File: config.mk
export PLATFORM = sky130hd
export DESIGN_NAME = button_press_length_classifier_core
export DESIGN_NICKNAME = d
export VERILOG_FILES = /design/src/rtl/core/bplc_pkg.sv /design/src/rtl/core/bplc_fsm.sv /design/src/rtl/core/button_press_length_classifier_core.sv
export VERILOG_INCLUDE_DIRS = /design/src /design/src/rtl/core
export SDC_FILE = /design/constraint.sdc
export NUM_CORES = 1
export LEC_CHECK = 0
export ABC_AREA = 1
export BUFFER_PORTS_ARGS = -buffer_cell sky130_fd_sc_hd__buf_2
export CAP_MARGIN = 10
export CORE_UTILIZATION = 53
export DETAILED_ROUTE_END_ITERATION = 6
export PLACE_DENSITY = 0.74
export REMOVE_ABC_BUFFERS = 1
export SLEW_MARGIN = 20
export SYNTH_ARGS = -nofsm -noshare
export SYNTH_HDL_FRONTEND = slang
export SYNTH_SLANG_ARGS = --single-unit
File: constraint.sdc
create_clock -name clk -period 1.9 [get_ports clk]
set_input_delay 0.475 -clock clk [delete_from_list [all_inputs] [get_ports clk]]
set_output_delay 0.475 -clock clk [all_outputs]
set_load 0.03 [all_outputs]
File: src/rtl/core/button_press_length_classifier_core_assert.svh
// Assertion helpers for the button classifier core.
// The assertions sample on clk and are disabled while rst_n is low.
`ifndef BUTTON_PRESS_LENGTH_CLASSIFIER_CORE_ASSERT_SVH
`define BUTTON_PRESS_LENGTH_CLASSIFIER_CORE_ASSERT_SVH

`ifndef SYNTHESIS
`define BPLC_ASSERT_SAME(label, ante, cons) \
  label: assert property (@(posedge clk) disable iff (!rst_n) (ante) |-> (cons)) \
    else $error("bplc assertion failed");
`define BPLC_ASSERT_NEXT(label, ante, cons) \
  label: assert property (@(posedge clk) disable iff (!rst_n) (ante) |=> (cons)) \
    else $error("bplc assertion failed");
`else
`define BPLC_ASSERT_SAME(label, ante, cons)
`define BPLC_ASSERT_NEXT(label, ante, cons)
`endif

`endif

File: src/rtl/core/bplc_pkg.sv
package bplc_pkg;

  localparam int RING_DEPTH = 4;
  localparam int IDX_W      = (RING_DEPTH > 1) ? $clog2(RING_DEPTH) : 1;

  localparam int KEY_W  = 7;
  localparam int CODE_W = 8;
  localparam int THR_W  = 10;
  localparam int CNT_W  = 11;
  localparam int CFG_AW = 2;
  localparam int CFG_DW = 10;

  localparam logic [CNT_W-1:0] CNT_MAX = '1;

  // Command codes carried in tuser
  localparam logic CMD_TICK = 1'b0;
  localparam logic CMD_READ = 1'b1;

  // Configuration register indexes
  localparam logic [CFG_AW-1:0] CFG_KEY_CODE      = 2'd0;
  localparam logic [CFG_AW-1:0] CFG_PRESS_COUNT   = 2'd1;
  localparam logic [CFG_AW-1:0] CFG_LONG_COUNT    = 2'd2;
  localparam logic [CFG_AW-1:0] CFG_RELEASE_COUNT = 2'd3;

  typedef struct packed {
    logic [KEY_W-1:0] key_code;
    logic [THR_W-1:0] press_count;
    logic [THR_W-1:0] long_count;
    logic [THR_W-1:0] release_count;
  } cfg_t;

  typedef struct packed {
    logic              valid;
    logic [CODE_W-1:0] code;
  } store_t;

  function automatic logic [IDX_W-1:0] next_index(input logic [IDX_W-1:0] i);
    logic [IDX_W-1:0] last;
    last = IDX_W'(RING_DEPTH - 1);
    return (i == last) ? '0 : i + 1'b1;
  endfunction

endpackage

File: src/rtl/core/bplc_fsm.sv
module bplc_fsm (
  input  logic            clk,
  input  logic            rst_n,
  input  logic            tick,
  input  logic            pin_level,
  input  bplc_pkg::cfg_t  cfg,
  output bplc_pkg::store_t store
);
  import bplc_pkg::*;

  typedef enum logic [5:0] {
    PH_IDLE     = 6'b000001,
    PH_DEBOUNCE = 6'b000010,
    PH_HELD     = 6'b000100,
    PH_LONG     = 6'b001000,
    PH_RELEASE  = 6'b010000,
    PH_STORE    = 6'b100000
  } phase_t;

  phase_t           phase_r, phase_nxt;
  logic [CNT_W-1:0] cnt_r, cnt_nxt, cnt_bump;
  logic             long_r, long_nxt;
  logic             low;

  assign low      = ~pin_level;
  assign cnt_bump = (cnt_r == CNT_MAX) ? cnt_r : cnt_r + 1'b1;

  always_comb begin
    phase_nxt  = phase_r;
    cnt_nxt    = cnt_r;
    long_nxt   = long_r;
    store      = '0;
    store.code = {long_r, cfg.key_code};
    if (tick) begin
      case (phase_r)
        PH_IDLE: begin
          if (low) begin
            cnt_nxt   = '0;
            long_nxt  = 1'b0;
            phase_nxt = PH_DEBOUNCE;
          end
        end
        PH_DEBOUNCE: begin
          if (low) begin
            cnt_nxt = cnt_bump;
            if (cnt_r >= CNT_W'(cfg.press_count)) phase_nxt = PH_HELD;
          end else begin
            phase_nxt = PH_IDLE;
          end
        end
        PH_HELD: begin
          // counter keeps running from the debounce count
          if (low) begin
            cnt_nxt = cnt_bump;
            if (cnt_r >= CNT_W'(cfg.long_count)) begin
              phase_nxt = PH_LONG;
              long_nxt  = 1'b1;
            end
          end else begin
            cnt_nxt   = '0;
            phase_nxt = PH_RELEASE;
          end
        end
        PH_LONG: begin
          if (!low) begin
            cnt_nxt   = '0;
            phase_nxt = PH_RELEASE;
          end
        end
        PH_RELEASE: begin
          // low samples are ignored here
          if (!low) begin
            cnt_nxt = cnt_bump;
            if (cnt_r > CNT_W'(cfg.release_count)) phase_nxt = PH_STORE;
          end
        end
        PH_STORE: begin
          store.valid = 1'b1;
          phase_nxt   = PH_IDLE;
        end
        default: phase_nxt = PH_IDLE;
      endcase
    end
  end

  always_ff @(posedge clk) begin
    if (!rst_n) begin
      phase_r <= PH_IDLE;
      cnt_r   <= '0;
      long_r  <= 1'b0;
    end else begin
      phase_r <= phase_nxt;
      cnt_r   <= cnt_nxt;
      long_r  <= long_nxt;
    end
  end

endmodule

File: src/rtl/core/button_press_length_classifier_core.sv
// Button press classifier: each input word is either a tick carrying one pin sample (pressed
// when low) or a read command (tuser high). Ticks debounce the press, mark it long once the
// held count reaches long_count, wait for a debounced release and then push the key code,
// bit 7 set for a long press, into a four-entry ring that overwrites without a full check.
// A read returns one word: the next nonzero entry, which is cleared, or 0 when empty; ticks
// return nothing. One word is accepted every cycle unless a read is stalled. A word is held
// in the input register and processed from there; read results go to the output register.
// Only a read that finds the output register still held back stalls the input side.
module button_press_length_classifier_core (
  input  logic                        clk,
  input  logic                        rst_n,
  input  logic                        in_tvalid,
  output logic                        in_tready,
  input  logic [7:0]                  in_tdata,   // [0] pin_level, [7:1] zero
  input  logic                        in_tuser,   // [0] cmd
  output logic                        out_tvalid,
  input  logic                        out_tready,
  output logic [7:0]                  out_tdata,  // [7:0] key_out
  input  logic                        cfg_we,
  input  logic [bplc_pkg::CFG_AW-1:0] cfg_addr,
  input  logic [bplc_pkg::CFG_DW-1:0] cfg_wdata
);
  import bplc_pkg::*;

  `include "button_press_length_classifier_core_assert.svh"

  cfg_t              cfg_r;
  logic              s1_valid_r, s1_cmd_r, s1_pin_r;
  logic              adv, fire_tick, fire_rd;
  logic              out_valid_r;
  logic [CODE_W-1:0] out_data_r;
  logic [CODE_W-1:0] ring_r [RING_DEPTH];
  logic [IDX_W-1:0]  wr_idx_r, rd_idx_r;
  logic [CODE_W-1:0] rd_word;
  store_t            store;

  always_ff @(posedge clk) begin
    if (!rst_n) begin
      cfg_r.key_code      <= KEY_W'(120);
      cfg_r.press_count   <= THR_W'(5);
      cfg_r.long_count    <= THR_W'(100);
      cfg_r.release_count <= THR_W'(5);
    end else if (cfg_we) begin
      case (cfg_addr)
        CFG_KEY_CODE:      cfg_r.key_code      <= cfg_wdata[KEY_W-1:0];
        CFG_PRESS_COUNT:   cfg_r.press_count   <= cfg_wdata[THR_W-1:0];
        CFG_LONG_COUNT:    cfg_r.long_count    <= cfg_wdata[THR_W-1:0];
        CFG_RELEASE_COUNT: cfg_r.release_count <= cfg_wdata[THR_W-1:0];
        default: ;
      endcase
    end
  end

  // a read word waits in the input register while the result slot is blocked
  assign adv       = s1_valid_r && !(s1_cmd_r == CMD_READ && out_valid_r && !out_tready);
  assign in_tready = !s1_valid_r || adv;
  assign fire_tick = adv && (s1_cmd_r == CMD_TICK);
  assign fire_rd   = adv && (s1_cmd_r == CMD_READ);

  always_ff @(posedge clk) begin
    if (!rst_n) begin
      s1_valid_r <= 1'b0;
    end else if (in_tready) begin
      s1_valid_r <= in_tvalid;
    end
  end

  always_ff @(posedge clk) begin
    if (in_tready && in_tvalid) begin
      s1_cmd_r <= in_tuser;
      s1_pin_r <= in_tdata[0];
    end
  end

  bplc_fsm u_fsm (
    .clk       (clk),
    .rst_n     (rst_n),
    .tick      (fire_tick),
    .pin_level (s1_pin_r),
    .cfg       (cfg_r),
    .store     (store)
  );

  assign rd_word = ring_r[rd_idx_r];

  always_ff @(posedge clk) begin
    if (!rst_n) begin
      for (int i = 0; i < RING_DEPTH; i++) ring_r[i] <= '0;
      wr_idx_r <= '0;
      rd_idx_r <= '0;
    end else begin
      if (store.valid) begin
        ring_r[wr_idx_r] <= store.code;
        wr_idx_r         <= next_index(wr_idx_r);
      end
      if (fire_rd && rd_word != '0) begin
        ring_r[rd_idx_r] <= '0;
        rd_idx_r         <= next_index(rd_idx_r);
      end
    end
  end

  always_ff @(posedge clk) begin
    if (!rst_n) begin
      out_valid_r <= 1'b0;
    end else if (fire_rd) begin
      out_valid_r <= 1'b1;
    end else if (out_tready) begin
      out_valid_r <= 1'b0;
    end
  end

  always_ff @(posedge clk) begin
    if (fire_rd) out_data_r <= rd_word;
  end

  assign out_tvalid = out_valid_r;
  assign out_tdata  = out_data_r;

  `BPLC_ASSERT_NEXT(a_read_gives_word, fire_rd, out_tvalid)
  `BPLC_ASSERT_NEXT(a_empty_read_holds_idx, fire_rd && rd_word == '0, $stable(rd_idx_r))
  `BPLC_ASSERT_NEXT(a_store_moves_wr_idx, store.valid, wr_idx_r != $past(wr_idx_r))
  `BPLC_ASSERT_SAME(a_no_tick_store_on_read, store.valid, fire_tick)

endmodule
==> impl_metrics.csv <==
group,metric,value,unit
detailed_routing,drtIter0Drc,158,
pwr,switching_share,0.2823,
global_route,antenna_found_initial,0,
yosys,yosys.area.top_type,"dfxtp_1",
cts,clk_latency,0.37,ns
setup_path,worstReg2RegEnd,"ring_r[3][1]$_DFFE_PP_",
detailed_routing,drtAntennaViolNets,0,
hold_path,hp-start,"in_tuser",
yosys,synth-seq-area-share,0.4698,
yosys,synth_commonest_cells,"nand2_1 (170), inv_1 (98), nor2_1 (81)",
sta,drv_slew,0,
placement,dp_hpwl,8.441,mm
layout,seq_area,2539,um2
pwr,p_leak,3.025,nW
cts,cts_tree,"yes",
layout,post-route-cell-area,6565,um2
global_route,grt_pass1_wl,18.91,mm
hold_path,hold_end,"s1_cmd_r$_DFFE_PP_",
floorplanning,fp.dieW,102.6,um
cts,cts-root-buf,"clkbuf_8",
global_route,grt_pass1_vias,4344,
setup_path,max_stage_delay,0.42,ns
setup_path,cpMostUsedCell,"nand2_1",
setup_path,end_kind,"flop",
setup_path,crit_fanout,8,
outcome,status,"finished with violations",
layout,post-route-util,0.6717,
hold_path,worst_hold_path.num_cells,1,
pwr,power_density,676.7,nW/um2
sta,tns,-7.089,ns
sta,finalCritPeriodShare,1.113,
pwr,peakVddDrop,0.5412,mV
detailed_routing,avgRoutedWirePerCell,13.52,um
pwr,pwr-share-clk,0.308,
cts,path_clk_slew,0.11,ns
setup_path,path_class,"flop to flop",
yosys,synthTopCellsByArea,"dfxtp_1 (23%), edfxtp_1 (23%), nand2_1 (12%)",
sta,worst_slew_pin_slew,0.5302,ns
pwr,intPower,3.188,mW
placement,pre_cts_slack,-0.1410,ns
pwr,p_total,4.442,mW
setup_path,arrival,2.21,ns
yosys,synth_most_common_cell,"nand2_1",
setup_path,required,1.99,ns
yosys,synth_cell_types,35,
layout,fillers,767,
yosys,synth_edf_count,42,
sta,clock-skew-final,0.01319,ns
sta,min_period,2.115,ns
sta,fin_ws,-0.2147,ns
sta,hold_viol_final,0,
floorplanning,initial_core_util,0.5493,
outcome,violations,"setup timing",
setup_path,worstSetupStartpointType,"flop",
cts,clock_path_buffers,2,
pwr,p_sw,1.254,mW
global_route,grt_max_degree,45,
yosys,synthArstFlopShare,0,
global_route,grt-ovfl-total,0,
detailed_routing,drt_wl_total,12.01,mm
sta,slew_headroom,0.6462,
cts,cts_buffers,9,
yosys,yosysTopAreaCellShare,0.2349,
detailed_routing,viasPerCell,5.209,
sta,grt_setup_unrepaired,"true",
yosys,synth_seq_cells,105,
job,cap_violations,0,
floorplanning,core,9774,um2
yosys,syn_inst,682,
layout,drive_above_1_share,0.2437,
sta,setup_viol_count_final,56,
layout,area.growth.synth_to_final,22.28,%
placement,dpl_cell_area,5909,um2
setup_path,path_cells,"buf_12 -> inv_8 -> nand2_1 -> nand3_1 -> nand2_1 -> nand2_1 -> nor2_2 -> nand2_2 -> nand2_2 -> inv_2 -> nand3_4 -> nand2_4 -> nor3_4 -> buf_6",
setup_path,ff2ff_setup_slack,-0.21,ns
placement,port_buffers,28,
layout,antenna-diode-count,0,
yosys,synthFlopType,"dfxtp_1",
yosys,syn_avg_cell_area,7.872,um2
floorplanning,placementRows,36,
placement,gp_congestion,0.9108,
cts,clock_sinks,105,
layout,final_net_count,809,
pwr,power_frac_comb,0.133,
global_route,grtUsageTotal,0.2294,
hold_path,min_path_type,"input port to flop",
detailed_routing,num_vias,4626,
detailed_routing,post-route-drc-count,0,
pwr,seq_power_share,0.559,
yosys,syn_area,5369,um2
floorplanning,die-area,10540,um2
layout,multi_input_area,2691,um2
detailed_routing,drt-pass1-iter-count,5,
sta,fmax,472.9,MHz
floorplanning,ios,36,
setup_path,critical_path.slowest_cell,"dfxtp_4",
floorplanning,die_y,102.6,um
yosys,ys_warn_count,0,
cts,htreeDepth,3,
setup_path,reg2regPathDepth,14,
timing repair:
action | CTS | global route
setup endpoints to repair | 58 | 71
pin swaps | 1 | 23
resized for setup | 8 | 93
buffers inserted | 1 | 3
hold buffers | 0 | 0
cloned | 0 | 4
final cells by class:
class,instances,share of cell area
clock inverter,7,0.01067
multi-input combinational,461,0.4099
clock buffer,9,0.01887
timing repair inverter,1,0.001715
timing repair buffer,70,0.08653
inverter,102,0.06022
tap,133,0.02535
sequential,105,0.3867
worst max-delay path, delay by kind of cell, from the launching register on:
kind | cells | cell delay, ns
flip-flops | 1 | 0.42
AND/OR/NAND/NOR | 10 | 0.97
buffers and inverters | 4 | 0.42
how the worst max path moves through the flow:
stage,from,to,slack [ns],depth (start not counted)
detailed placement,flop,ring_r[2][3]$_SDFFCE_PN0P_,-0.14,14
finish,flop,ring_r[3][1]$_DFFE_PP_,-0.21,14
global placement,flop,ring_r[2][3]$_SDFFCE_PN0P_,-0.07,14
floorplan,flop,ring_r[3][0]$_DFFE_PP_,-0.26,12
global route,flop,ring_r[3][7]$_DFFE_PP_,-0.34,14
CTS,flop,ring_r[3][7]$_DFFE_PP_,-0.13,12
state kept, by name (all words and copies together), names as in the netlist, named ones only:
signal / flops
cfg_r: 37
u_fsm.cnt_r: 11
rd_idx_r: 2
s1_pin_r: 1
s1_valid_r: 1
out_tdata: 8
s1_cmd_r: 1
u_fsm.long_r: 1
ring_r: 32
u_fsm.phase_r: 6
wr_idx_r: 2
out_tvalid: 1
metal layers:
| layer | wire length, um | GRT usage |
|---|---|---|
| met1 | 4871 | 0.2616 |
| met4 | 362 | 0.08462 |
| met3 | 469 | 0.03186 |
| met2 | 6306 | 0.4328 |
| met5 | 0 | 0 |
kinds of logic (layout without fill, tap and decap cells):
| logic type | Yosys count | in the layout | synth area share |
|---|---|---|---|
| adders and majority gates | 33 | 33 | 0.07691 |
| DFF | 105 | 105 | 0.4698 |
| buffers and inverters | 117 | 189 | 0.08786 |
| and+or+nand+nor | 334 | 335 | 0.2708 |
| AOI/OAI and AO/OA | 88 | 88 | 0.08646 |
| xor gates and xnor gates | 5 | 5 | 0.008156 |
power by group through the flow:
stage | Sequential [mW] | Clock, mW | Combinational (mW)
floorplan | 2.54 | 0 | 0.282
global placement | 2.53 | 0 | 0.478
detailed placement | 2.53 | 0 | 0.497
CTS | 2.48 | 1.39 | 0.509
global route | 2.50 | 1.48 | 0.659
finish | 2.49 | 1.37 | 0.591
placed cells by master (no fill, tap or decap), drive strengths merged, types with 5 or more instances in the layout:
cell	count
a21oi	42
clkbuf	11
dfxtp	63
nor3	8
buf	68
o21ai	39
edfxtp	42
inv	107
xor2	5
nand3	49
nor2	84
nand2	178
nand4	11
ha	33
per-stage QoR:
stage	hold slack, ns	instances
6_report	0.2815	888
5_1_grt	0.2617	888
4_1_cts	0.2727	881
3_5_place_dp	0.4441	864
3_3_place_gp	0.4397	864
2_1_floorplan	0.4292	667
Power figures use the tool's default switching activity.
